[src/hdl/bal_fifo.sv]
// Small register queue between front and back end; DEPTH is a power of two.
// No dependencies.
`default_nettype none

module bal_fifo #(
  parameter int  WIDTH = 8,
  parameter int  DEPTH = 4,
  localparam int PTR_W = $clog2(DEPTH)
) (
  input  wire logic             clk,
  input  wire logic             rst_n,
  input  wire logic             push,
  input  wire logic [WIDTH-1:0] wr_data,
  output logic                  full,
  input  wire logic             pop,
  output logic                  rd_valid,
  output logic [WIDTH-1:0]      rd_data
);

  logic [WIDTH-1:0] entries_r [DEPTH];
  logic [PTR_W:0]   wr_ptr_r, rd_ptr_r;

  assign full     = (wr_ptr_r[PTR_W] != rd_ptr_r[PTR_W]) &&
                    (wr_ptr_r[PTR_W-1:0] == rd_ptr_r[PTR_W-1:0]);
  assign rd_valid = (wr_ptr_r != rd_ptr_r);
  assign rd_data  = entries_r[rd_ptr_r[PTR_W-1:0]];

  always_ff @(posedge clk) begin
    if (!rst_n) begin
      wr_ptr_r <= '0;
      rd_ptr_r <= '0;
    end else begin
      if (push) begin
        wr_ptr_r <= wr_ptr_r + 1'b1;
      end
      if (pop && rd_valid) begin
        rd_ptr_r <= rd_ptr_r + 1'b1;
      end
    end
  end

  always_ff @(posedge clk) begin
    if (push) begin
      entries_r[wr_ptr_r[PTR_W-1:0]] <= wr_data;
    end
  end

endmodule

`default_nettype wire

[config.mk]
export PLATFORM = sky130hd
export DESIGN_NAME = bal_fifo
export DESIGN_NICKNAME = d
export VERILOG_FILES = /design/src/hdl/bal_fifo.sv
export SDC_FILE = /design/constraint.sdc
export NUM_CORES = 1
export LEC_CHECK = 0
export ABC_AREA = 1
export ABC_CLOCK_PERIOD_IN_PS = 1930
export BUFFER_PORTS_ARGS = -buffer_cell sky130_fd_sc_hd__buf_2
export CAP_MARGIN = 5
export CORE_ASPECT_RATIO = 2
export CORE_MARGIN = 4
export CORE_UTILIZATION = 25
export CTS_CLUSTER_DIAMETER = 150
export DETAILED_ROUTE_END_ITERATION = 8
export GPL_TIMING_DRIVEN = 0
export PLACE_DENSITY = 0.51
export SLEW_MARGIN = 20
export SYNTH_ARGS = -nofsm -noshare
export SYNTH_HDL_FRONTEND = slang
export SYNTH_SLANG_ARGS = --single-unit
[constraint.sdc]
create_clock -name clk -period 1.93 [get_ports clk]
set_input_delay 0.386 -clock clk [delete_from_list [all_inputs] [get_ports clk]]
set_output_delay 0.386 -clock clk [all_outputs]
set_load 0.05 [all_outputs]
# ---- Yosys cells after proc, flatten, opt, wreduce, memory -nomap -nowiden
# Memories as Yosys holds them, arrays and structs flattened. A register that Yosys moved wholly into a read port is not among the register bits.
# Index checks and enable logic that the tools add are counted.
dict set report totals {
  register_bits 6
  mem_bits_rw 32
  latchBits 0
  mem_count 1
  out_inout_bits 10
  inputBits 12
  wordCells 14
  mem_bits_ro 0
}
dict set report classes {
  add_sub_neg 2
  bitwise_logic 0
  n_shift 0
  n_lt_le_gt_ge 0
  div 0
  mux 4
  n_eq_ne 3
  n_reduce_logical 2
  mul 0
}
# name depth word_bits rd rd_clocked_by_memory_dff wr line
set mem_list {}
lappend mem_list {entries_r 4 8 1 1 1 20} ;# logic [WIDTH-1:0] entries_r [DEPTH];
# op n
set ops {}
lappend ops {{adder 3 x 1 -> 3 bit (second input constant)} 2}
lappend ops {{two-way mux 2 bit} 2}
lappend ops {{!= test 3 bit} 1}
lappend ops {{== test 2 bit} 1}
lappend ops {{logical AND 1 bit} 2}
lappend ops {{two-way mux 1 bit} 2}
lappend ops {{!= test 1 bit} 1}

# ---- Depth between registers and ports, before layout
dict set report logic_depth {
  ltp_word 4
  ltp_mapped 7
  depth_no_buf 7
}

# ---- Least setup slack after synthesis
# No wires, ideal clock.
dict set report synth_timing {
  path_type {register to output}
  startpoint {reg (tool-made name)}
  endpoint {out rd_data[0]}
  required_time_ns 1.544
  path_stages_with_launch 4
  path_buffers 1
  arrival_ns 1.415
  path_slack_ns 0.129
  cell_sequence {dfxtp_1 > buf_6 > o21ai_0 > o22ai_1}
}
# element line
set synth_rtl {}
lappend synth_rtl {{end: declaration} 17} ;# output logic [WIDTH-1:0] rd_data

==> run metrics <==
maximum clock insertion buffer count=2; Synth Warn #=0; CTS tree=done; combinational share of power=19.9%; ys async rst share=0%; Primary FF master, synth=edfxtp_1; first-pass GRT wire length=5150 um; power per cell area=1140 mW/mm^2; path type of the worst setup path=flop to primary output; routed len/inst=12.9 um; syn avg cell area=11.8 sq um; root buffer cell=clkbuf_16; endpoints failing setup=0; Synth area leaders=edfxtp_1, dfxtp_1, o21ai_0; row count=41; max-slew violations=0; RSZ-0062 raised after global routing=false; worst-margin pin slew=0.407 ns; setup TNS=0 ns; final net count=183; largest net degree at the start of global routing=12; Final Hold Fails=0; die extent in x=65.1 um; Via Count=1067; Starting Density=25.8%; Critical Path Sink Type=primary output; maxcap violations=0; core footprint=0.00631 sq mm; initial antenna violation count=0; CP max stage delay=0.37 ns; DRT Pass-1 Iters=4; Die Ht=122 um; Cell Area, Synth=0.00163 sq mm; CP arrival=1.45 ns; Sequential Power Share=44.6%; Die ar.=0.00794 sq mm; sequential area share after synthesis=68.9%; Yosys reg bits=40; clk_skew=0.00150 ns; CTS buffer count=5; Worst Hold Class=input port to flop; P&R area growth vs syn=22.9%; register area=0.00112 sq mm; EDFF count, synth=32; Multi-input gate area=428 sq um; Post-Syn Nets=155; fillers=665; Max FO, Critical Path=10; post-synth top area share=59.0%; Yosys top cell by area=edfxtp_1; Sw Ratio=28.8%; Clock Pin Slew Worst Setup and Hold Paths=0.05 ns; Post-synth top cells=edfxtp_1, nor2_1, o21ai_0, nand2_1, inv_1; DRT iter0 DRCs=17; vias in the first global route=1125; final WL=3270 um; CP max stage cell=dfxtp_2; clock latency on the worst-skew pair=0.27 ns; period utilization=95.4%; Routability Congestion=0.695; H-tree depth=2; Sw Pwr=0.000655 W; Cell variety after synth=16; Syn Inst Count=138; vias per cell=4.22; Final ANT Viol Nets=0; clock sinks=40; Pleak=0.780 nW; Worst slew margin=72.8%; GRT Overall Usage=8.95%; Pint=0.00162 W; io pins=22; ant diodes=0; GR Overflow Total=0; hpwl dp=2360 um; share of post-route cells with drive strength above 1=23.4%; I/O Buffers=21; Peak VDD IR=0.599 mV; crit path launch type=flop; status=finished clean; DP Worst Slack=0.262 ns; Clk pwr share=35.5%; f_max=543 MHz; Remaining DRCs=0; worst setup margin=0.0894 ns; most frequent cell after synthesis=edfxtp_1; Final min period=1.84 ns; required time worst endpoint=1.54 ns; critical path cell sequence=inv_2 -> buf_6 -> nor2_1 -> o22ai_1 -> clkbuf_4
final timing paths:
path	start	endpoint	slack, ns	cells after the start
min reg2reg	wr_ptr_r[2]	wr_ptr_r[2]	0.49	2
min	wr_data[4]	entries_r[3][4]	0.32	1
max reg2reg	wr_ptr_r[1]	entries_r[3][6]	0.61	3
max	flop	rd_data[3]	0.09	5
logic make-up after synthesis:
| kind of cell | Yosys count | synth area share, % |
|---|---|---|
| AND/OR/NAND/NOR | 43 | 11.5 |
| buffers and inverters | 17 | 4.84 |
| AO/OA/AOI/OAI | 33 | 11.0 |
| adder cells (fa/ha/maj) | 5 | 3.84 |
| flip-flops | 40 | 68.9 |
metrics by stage:
stage / total power [W] / hold WS [ns] / utilization, % / instances / cell area (sq um)
floorplan: 0.00135 / 0.458 / - / 138 / 1630
global placement: 0.00148 / 0.485 / 29.2 / 245 / 1840
detailed placement: 0.00148 / 0.488 / 29.2 / 245 / 1840
CTS: 0.00228 / 0.322 / 31.5 / 253 / 1990
global route: 0.00236 / 0.333 / 31.7 / 253 / 2000
finish: 0.00227 / 0.325 / 31.7 / 253 / 2000
what timing repair did:
item | in CTS | in global routing
setup endpoints to repair | 6 | 5
gates cloned | 0 | 0
hold buffers | 0 | 0
buffers inserted | 0 | 0
hold endpoints to repair | 0 | 0
gates resized for setup | 2 | 6
registers in the layout, summed over array words and instances (netlist names), named ones only:
signal and count:
entries_r 32, rd_ptr_r 3, wr_ptr_r 3
routing by layer:
layer	up-vias	track usage (%)	part of all wire, %
li1	533	-	-
met2	30	16.0	54
met1	488	8.22	36
met3	16	2.12	3.8
met4	0	7.53	5.9
met5	-	0	0
cell usage in the layout (no fill, tap or decap):
| cell type | Yosys | final |
|---|---|---|
| ha_1 | 5 | 5 |
| inv_2 | 3 | 4 |
| buf_4 | 0 | 1 |
| inv_1 | 12 | 11 |
| nand2_2 | 3 | 3 |
| a21oi_1 | 6 | 6 |
| dfxtp_2 | 0 | 1 |
| clkbuf_1 | 0 | 2 |
| clkbuf_8 | 0 | 1 |
| buf_6 | 2 | 2 |
| nand3_1 | 3 | 3 |
| o21ai_1 | 1 | 1 |
| nor2_1 | 21 | 21 |
| o21ai_0 | 17 | 17 |
| dfxtp_1 | 8 | 7 |
| edfxtp_1 | 32 | 32 |
| o22ai_1 | 8 | 8 |
| nand3_4 | 1 | 1 |
| clkbuf_4 | 0 | 4 |
| buf_2 | 0 | 16 |
| clkbuf_16 | 0 | 5 |
| o21ai_2 | 1 | 1 |
| nand2_1 | 15 | 15 |
worst max-delay path: cells and delay by family (launching register included):
kind	cells	cell delay (ns)
simple gates	1	0.05
compound gates	1	0.18
buf+inv	3	0.58
flops	1	0.37
layout make-up:
type                    instances  area share [%]
multi-input cells              81            21.4
flip-flops and latches         40            56.1
well taps                      86            5.38
repair buffers                 21            5.88
plain buffers                   2            1.13
inverters                      15            2.81
clock buffers                   8            7.32
power groups by stage:
| stage | Clock (W) | Sequential (W) | Combinational, W |
|---|---|---|---|
| floorplan | 0 | 0.00102 | 0.000333 |
| finish | 0.000807 | 0.00101 | 0.000452 |
| global placement | 0 | 0.00103 | 0.000444 |
| detailed placement | 0 | 0.00103 | 0.000448 |
| global route | 0.000844 | 0.00102 | 0.000494 |
| CTS | 0.000818 | 0.00102 | 0.000449 |
No activity file was read; power rests on OpenSTA's default activity.
