File: config.mk
export PLATFORM = sky130hd
export DESIGN_NAME = bal_front_flat
export DESIGN_NICKNAME = d
export VERILOG_FILES = /design/src/hdl/bal_pkg.sv /design/src/hdl/bal_if.sv /design/src/hdl/bal_front.sv /design/src/flat_wrapper.sv
export SDC_FILE = /design/constraint.sdc
export NUM_CORES = 1
export LEC_CHECK = 0
export BUFFER_PORTS_ARGS = -buffer_cell sky130_fd_sc_hd__buf_2
export CAP_MARGIN = 20
export CELL_PAD_IN_SITES_DETAIL_PLACEMENT = 0
export CELL_PAD_IN_SITES_GLOBAL_PLACEMENT = 2
export CORE_ASPECT_RATIO = 1.2
export CORE_MARGIN = 4
export CORE_UTILIZATION = 21
export CTS_CLUSTER_SIZE = 24
export DETAILED_ROUTE_END_ITERATION = 6
export HOLD_SLACK_MARGIN = 0.03
export PLACE_DENSITY = 0.85
export SYNTH_ARGS = -nofsm -noshare
export SYNTH_HDL_FRONTEND = slang
export SYNTH_SLANG_ARGS = --single-unit
File: constraint.sdc
create_clock -name clk -period 12.05 [get_ports clk]
set_clock_uncertainty 0.15 [all_clocks]
set_input_delay 2.41 -clock clk [delete_from_list [all_inputs] [get_ports clk]]
set_output_delay 2.41 -clock clk [all_outputs]
set_load 0.03 [all_outputs]
File: src/hdl/bal_pkg.sv
// Shared types, constants and fixed-point helpers for the bias/activation
// layout unit. No dependencies.
`default_nettype none

package bal_pkg;

  localparam int VALUE_W          = 32;
  localparam int ADDR_W           = 24;
  localparam int MODE_W           = 3;
  localparam int PLANE_CFG_W      = 17;
  localparam int CFG_INDEX_W      = 3;
  localparam int CFG_DATA_W       = 32;
  localparam int LANES_DEF        = 8;
  localparam int MAX_CHANNELS_DEF = 256;
  localparam int MAX_PLANE_DEF    = 65536;
  localparam int QUEUE_DEPTH      = 4;

  typedef enum logic [MODE_W-1:0] {
    ACT_IDENT  = 3'd0,
    ACT_RELU   = 3'd1,
    ACT_CLIP   = 3'd2,
    ACT_LEAKY  = 3'd3,
    ACT_HSWISH = 3'd4
  } act_mode_t;

  typedef enum logic [CFG_INDEX_W-1:0] {
    CFG_ACT_MODE        = 3'd0,
    CFG_PLANE_SIZE      = 3'd1,
    CFG_CLIP_LEVEL      = 3'd2,
    CFG_LEAK_SLOPE      = 3'd3,
    CFG_SWISH_OFFSET    = 3'd4,
    CFG_SWISH_INV_SCALE = 3'd5,
    CFG_SWISH_LIMIT     = 3'd6
  } cfg_reg_t;

  typedef struct packed {
    logic [MODE_W-1:0]             act_mode;
    logic [PLANE_CFG_W-1:0]        plane_size;
    logic signed [VALUE_W-1:0]     clip_level;
    logic signed [VALUE_W-1:0]     leak_slope;
    logic signed [VALUE_W-1:0]     swish_offset;
    logic signed [VALUE_W-1:0]     swish_inv_scale;
    logic signed [VALUE_W-1:0]     swish_limit;
  } cfg_t;

  localparam logic [MODE_W-1:0]         RST_ACT_MODE        = ACT_IDENT;
  localparam logic [PLANE_CFG_W-1:0]    RST_PLANE_SIZE      = 17'd1;
  localparam logic signed [VALUE_W-1:0] RST_CLIP_LEVEL      = 32'sd393216;
  localparam logic signed [VALUE_W-1:0] RST_LEAK_SLOPE      = 32'sd6554;
  localparam logic signed [VALUE_W-1:0] RST_SWISH_OFFSET    = 32'sd196608;
  localparam logic signed [VALUE_W-1:0] RST_SWISH_INV_SCALE = 32'sd10923;
  localparam logic signed [VALUE_W-1:0] RST_SWISH_LIMIT     = 32'sd393216;

  function automatic logic signed [VALUE_W-1:0] sat_add(
    input logic signed [VALUE_W-1:0] a,
    input logic signed [VALUE_W-1:0] b
  );
    logic signed [VALUE_W:0] s;
    s = $signed({a[VALUE_W-1], a}) + $signed({b[VALUE_W-1], b});
    if (s[VALUE_W] != s[VALUE_W-1]) begin
      return s[VALUE_W] ? 32'sh8000_0000 : 32'sh7fff_ffff;
    end
    return s[VALUE_W-1:0];
  endfunction

  // Round to nearest, ties up, drop 16 fraction bits, saturate.
  function automatic logic signed [VALUE_W-1:0] mul_round_sat(
    input logic signed [2*VALUE_W-1:0] p
  );
    logic signed [2*VALUE_W-1:0] t;
    logic signed [47:0]          q;
    t = p + 64'sd32768;
    q = t[63:16];
    if (q > 48'sh0000_7fff_ffff) begin
      return 32'sh7fff_ffff;
    end
    if (q < 48'shffff_8000_0000) begin
      return 32'sh8000_0000;
    end
    return q[VALUE_W-1:0];
  endfunction

endpackage

`default_nettype wire

File: src/hdl/bal_if.sv
// Valid/ready channel interfaces for the input and result beats.
// Depends on bal_pkg.
`default_nettype none

interface bal_in_if;
  import bal_pkg::*;
  logic                      valid;
  logic                      ready;
  logic signed [VALUE_W-1:0] in_value;
  logic signed [VALUE_W-1:0] bias_value;
  logic                      first_of_image;

  modport source (output valid, in_value, bias_value, first_of_image, input ready);
  modport sink (input valid, in_value, bias_value, first_of_image, output ready);
endinterface


`default_nettype wire

File: src/hdl/bal_front.sv
// Front end: accepts input beats, tracks lane/position/group counters and
// pushes value, bias, channel and position into the queue. Depends on bal_pkg.
`default_nettype none

module bal_front #(
  parameter int  LANES        = bal_pkg::LANES_DEF,
  parameter int  MAX_CHANNELS = bal_pkg::MAX_CHANNELS_DEF,
  parameter int  MAX_PLANE    = bal_pkg::MAX_PLANE_DEF,
  localparam int GROUPS  = (MAX_CHANNELS / LANES > 1) ? MAX_CHANNELS / LANES : 1,
  localparam int LANE_W  = $clog2(LANES),
  localparam int GRP_W   = (GROUPS > 1) ? $clog2(GROUPS) : 1,
  localparam int POS_W   = $clog2(MAX_PLANE),
  localparam int PL_W    = $clog2(MAX_PLANE + 1),
  localparam int CH_W    = $clog2(GROUPS * LANES),
  localparam int QW      = 2 * bal_pkg::VALUE_W + CH_W + POS_W
) (
  input  wire logic            clk,
  input  wire logic            rst_n,
  bal_in_if.sink               in_ch,
  input  wire logic [PL_W-1:0] plane_eff,
  input  wire logic            q_full,
  output logic                 q_push,
  output logic [QW-1:0]        q_data
);
  import bal_pkg::*;

  logic [LANE_W-1:0] lane_r, lane_nxt, lane_cur;
  logic [POS_W-1:0]  pos_r, pos_nxt, pos_cur;
  logic [GRP_W-1:0]  grp_r, grp_nxt, grp_cur;
  logic [LANE_W:0]   lane_inc;
  logic [PL_W-1:0]   pos_inc;
  logic [GRP_W:0]    grp_inc;
  logic [CH_W-1:0]   chan;

  assign in_ch.ready = rst_n && !q_full;
  assign q_push      = rst_n && in_ch.valid && !q_full;

  always_comb begin
    lane_cur = in_ch.first_of_image ? '0 : lane_r;
    pos_cur  = in_ch.first_of_image ? '0 : pos_r;
    grp_cur  = in_ch.first_of_image ? '0 : grp_r;
    chan     = CH_W'(grp_cur) * CH_W'(LANES) + CH_W'(lane_cur);
    lane_inc = {1'b0, lane_cur} + 1'b1;
    pos_inc  = PL_W'(pos_cur) + 1'b1;
    grp_inc  = {1'b0, grp_cur} + 1'b1;
    lane_nxt = lane_inc[LANE_W-1:0];
    pos_nxt  = pos_cur;
    grp_nxt  = grp_cur;
    if (lane_inc >= (LANE_W+1)'(LANES)) begin
      lane_nxt = '0;
      pos_nxt  = pos_inc[POS_W-1:0];
      if (pos_inc >= plane_eff) begin
        pos_nxt = '0;
        grp_nxt = grp_inc[GRP_W-1:0];
        if (grp_inc >= (GRP_W+1)'(GROUPS)) begin
          grp_nxt = '0;
        end
      end
    end
  end

  assign q_data = {in_ch.in_value, in_ch.bias_value, chan, pos_cur};

  always_ff @(posedge clk) begin
    if (!rst_n) begin
      lane_r <= '0;
      pos_r  <= '0;
      grp_r  <= '0;
    end else if (q_push) begin
      lane_r <= lane_nxt;
      pos_r  <= pos_nxt;
      grp_r  <= grp_nxt;
    end
  end

endmodule

`default_nettype wire

File: src/flat_wrapper.sv
// flat-port wrapper written by rule: the top's interface ports become plain ports
module bal_front_flat import bal_pkg::*;
#(
  parameter int  LANES        = bal_pkg::LANES_DEF,
  parameter int  MAX_CHANNELS = bal_pkg::MAX_CHANNELS_DEF,
  parameter int  MAX_PLANE    = bal_pkg::MAX_PLANE_DEF,
  localparam int GROUPS  = (MAX_CHANNELS / LANES > 1) ? MAX_CHANNELS / LANES : 1,
  localparam int LANE_W  = $clog2(LANES),
  localparam int GRP_W   = (GROUPS > 1) ? $clog2(GROUPS) : 1,
  localparam int POS_W   = $clog2(MAX_PLANE),
  localparam int PL_W    = $clog2(MAX_PLANE + 1),
  localparam int CH_W    = $clog2(GROUPS * LANES),
  localparam int QW      = 2 * bal_pkg::VALUE_W + CH_W + POS_W
)
  (clk, rst_n, plane_eff, q_full, q_push, q_data, in_ch_valid, in_ch_in_value, in_ch_bias_value, in_ch_first_of_image, in_ch_ready);
  bal_in_if in_ch_i ();
  input  wire logic clk;
  input  wire logic rst_n;
  input  wire logic [PL_W-1:0] plane_eff;
  input  wire logic q_full;
  output logic q_push;
  output logic [QW-1:0] q_data;
  input wire logic [$bits(in_ch_i.valid)-1:0] in_ch_valid;
  input wire logic [$bits(in_ch_i.in_value)-1:0] in_ch_in_value;
  input wire logic [$bits(in_ch_i.bias_value)-1:0] in_ch_bias_value;
  input wire logic [$bits(in_ch_i.first_of_image)-1:0] in_ch_first_of_image;
  output wire logic [$bits(in_ch_i.ready)-1:0] in_ch_ready;
  assign in_ch_i.valid = in_ch_valid;
  assign in_ch_i.in_value = in_ch_in_value;
  assign in_ch_i.bias_value = in_ch_bias_value;
  assign in_ch_i.first_of_image = in_ch_first_of_image;
  assign in_ch_ready = in_ch_i.ready;
  bal_front #(.LANES(LANES), .MAX_CHANNELS(MAX_CHANNELS), .MAX_PLANE(MAX_PLANE)) u_core (.clk(clk), .rst_n(rst_n), .in_ch(in_ch_i), .plane_eff(plane_eff), .q_full(q_full), .q_push(q_push), .q_data(q_data));
endmodule
; ---- Word-level counts from Yosys, hierarchy flattened
; Cells that the tools add are included.
[word_totals]
in_bits = 86
register_bits = 24
word_cells = 23
output_inout_bits = 90
[op_classes]
reduce_logical = 4
addsub = 4
mux = 9
order_cmp = 3
[op_table]
columns = operator, n
row1 = $mux W16, 3
row2 = $mux W5, 4
row3 = $add A16 B1 Y17 const B, 1
row4 = $ge A17 B17 Y1, 1
row5 = $add A8 B3 Y8, 1
row6 = $add A5 B1 Y6 const B, 1
row7 = $ge A6 B6 Y1 const B, 1
row8 = $mux W3, 2
row9 = $add A3 B1 Y4 const B, 1
row10 = $ge A4 B4 Y1 const B, 1
row11 = $logic_and A1 B1 Y1, 3
row12 = $logic_not A1 Y1, 1

; ---- Longest topological paths before layout
[depth]
word_depth = 6
mapped_depth = 19
mapped_depth_nobuf = 15

; ---- Worst setup path after synthesis
; OpenSTA, ideal clock, no wires.
[synth_path]
kind = input-to-output
startpoint = input rst_n
endpoint = output q_push
required_time_ns = 9.490
path_buffers = 1
stages = 5
arrival_ns = 3.887
path_slack_ns = 5.603
cell_sequence = inv_1 nor2_1 nand2_1 inv_2 buf_1
[synth_via]
elab_chain_cells = 2
[synth_rtl]
columns = element, line
row1 = from (decl), flat_wrapper.sv:18  ; input wire logic rst_n;
row2 = $logic_and A1 B1 Y1 (2 in series), bal_front.sv:36  ; assign q_push = rst_n && in_ch.valid && !q_full;
row3 = to (decl), flat_wrapper.sv:21  ; output logic q_push;
; Every way passes these cells.

; ---- Worst setup path in the final report
; Ends and elaborated chain as after synthesis.

==> reports/qor.yml <==
maxCapViolCount: 0
worstPathArrival_ns: 3.86
endpoint_kind: "output port"
postCtsResizedCells: 0
worst_path_largest_cell_delay_ns: 0.46
io_buffers: 47
worst_setup_path_start_kind: "input pin"
vias_per_cell: 4.617
clockBufferDepth: 2
yosysMostFrequentCell: "buf_4"
path_delay_family: "buffers and inverters"
crit_chain: "buf_2, inv_1, nor2_1, nand2_1, inv_2, buf_2"
clk_pin_slew_ns: 0.06
synthFlopType: "dfxtp_1"
wl_um: 5558
detail-route-antenna-nets: 0
clock.fmax_mhz: 155.7
root_buffer: "clkbuf_16"
initial_utilization: 0.2164
syn-instance-count: 292
synth_top_area_share: 0.2090
ios: 176
dr_wl_met3_um: 349
cts_hold_buf: 0
synth_area_leader_cell: "dfxtp_1"
first_pass_iters: 4
syn_area_sq_um: 2298
core_sq_um: 10620
nNetsFinal: 380
status: "complete, no violations"
ff2ff_setup_slack_ns: 7.89
finalSetupTns_ns: 0
max_slew.worst_pin.slew_ns: 1.058
wire_per_inst_um: 13.83
fillers: 1181
slew_headroom: 0.2906
yosysSeqAreaShare: 0.2090
die_w_um: 103.5
hold_viol_final: 0
rsz0062_at_grt: "false"
die_area_sq_um: 12690
drt_iter0_markers: 118
cts_max_level: 1
hold-worst-slack_ns: 0.3151
synth-seq-cells: 24
path_max_fanout: 28
grt_max_degree: 32
drive_above_1_share: 0.2198
diodes: 0
syn2layout_area_growth_pct: -0.8164
die_h_um: 122.6
pwr_density_cell_nw_per_um2: 78.99
numCtsBuffers: 3
dpl.hpwl_um: 4408
path_buf_inv: 4
route.layer.met1.wl_um: 2697
grt_pass1_vias: 1819
wl_met2_um: 2366
ir_drop_v: 0.00004297
critical_path.most_common_cell: "buf_2"
drc: 0
vias: 1856
routed.top_layer: "met4"
yosysUniqueCellTypes: 41
p_leak_nw: 1.040
critPathKind: "input pin to output port"
post-cts-setup-buffers: 0
synth_edf_count: 0
synthesis.nets: 398
gp_congestion: 0.8039
synth_area_per_cell_sq_um: 7.871
cts.sinks: 24
multi_input_area_sq_um: 1224
slew_viol_final: 0
fin_crit_ns: 6.421
synth_warnings: 0
cts_tree: "built"
grt_first_pass_wirelength_um: 8873
overflow: 0
hp-class: "flip-flop to flip-flop"
grt_usage: 0.08529
period_share: 0.5329
setup_viol: 0
rows: 41
antenna_found_initial: 0
cp_slowest_cell: "inv_2"
synth_common_cells: "buf_4, nand2_1, dfxtp_1, nor2b_1, inv_1"
clk-insertion-delay-late_ns: 0.26
register_area_sq_um: 480.5
yosys-top-cells-area: "dfxtp_1, buf_4, ha_1"
worstPathRequired_ns: 9.49
synthArstFlopShare: 0
-- per-stage QoR --
stage               total power (W)  cells  setup WS [ns]  cell area (sq um)    util
floorplan                 0.0001347    292          5.603               2298       -
global placement          0.0001019    397          5.620               2183  0.2056
detailed placement        0.0001023    397          5.597               2183  0.2056
CTS                       0.0001830    401          5.606               2272  0.2140
global route              0.0001875    402          5.416               2280  0.2147
finish                    0.0001801    402          5.629               2280  0.2147
-- layout by cell type, fill, tap and decap left out, drive strengths merged, types with 3 or more instances in the layout --
cell type / Yosys / layout
nor2: 12 / 12
a31oi: 5 / 5
a21oi: 14 / 14
xor2: 4 / 4
clkbuf: 1 / 4
dfxtp: 24 / 24
xnor2: 10 / 10
buf: 70 / 48
o21ai: 7 / 7
nor2b: 23 / 23
nand3: 10 / 10
inv: 22 / 22
nand2b: 3 / 3
ha: 20 / 20
nand2: 26 / 26
and3: 3 / 3
a32o: 15 / 15
-- per-layer routing --
| layer | global-route usage | up-vias |
|---|---|---|
| li1 | - | 908 |
| met1 | 0.1130 | 838 |
| met2 | 0.1375 | 80 |
| met3 | 0.01052 | 30 |
| met4 | 0.04323 | 0 |
| met5 | 0 | - |
-- final cells by class --
| class | count | area share |
|---|---|---|
| inverter | 22 | 0.03622 |
| timing repair buffer | 48 | 0.1065 |
| tap | 129 | 0.07080 |
| multi-input combinational | 175 | 0.5368 |
| sequential | 24 | 0.2108 |
| clock buffer | 4 | 0.03897 |
-- registers in the layout, indices dropped and copies added (netlist names) --
register / flops
u_core.lane_r: 3
u_core.grp_r: 5
u_core.pos_r: 16
-- final timing paths --
path / depth (start not counted) / endpoint / startpoint
max: 6 / q_push / rst_n
min: 1 / u_core.pos_r[15]$_SDFFE_PN0P_ / u_core.pos_r[15]$_SDFFE_PN0P_
max reg2reg: 15 / u_core.pos_r[11]$_SDFFE_PN0P_ / u_core.pos_r[0]$_SDFFE_PN0P_
min reg2reg: 1 / u_core.pos_r[15]$_SDFFE_PN0P_ / u_core.pos_r[15]$_SDFFE_PN0P_
-- report_power, final --
group	total [W]	internal, W	switching (W)
registers	0.0000809	0.0000803	0.000000634
clock network	0.0000795	0.0000508	0.0000287
logic	0.0000197	0.00000719	0.0000125
-- cells by family after synthesis --
family	share of synthesized area
buffers and inverters	0.2586
flip-flops	0.2090
adder cells (fa/ha/maj)	0.1089
AO/OA/AOI/OAI	0.1590
AND/OR/NAND/NOR	0.2112
XOR/XNOR	0.05334
-- worst register-to-register path: cells and delay by family, from the launching register on --
kind | cells | cell delay, ns
AOI/OAI and AO/OA | 5 | 0.90
xor gates and xnor gates | 1 | 0.17
buffers and inverters | 1 | 0.13
adders and majority gates | 2 | 0.55
DFF | 1 | 0.42
and+or+nand+nor | 6 | 1.75
No activity file was read; power rests on OpenSTA's default activity.
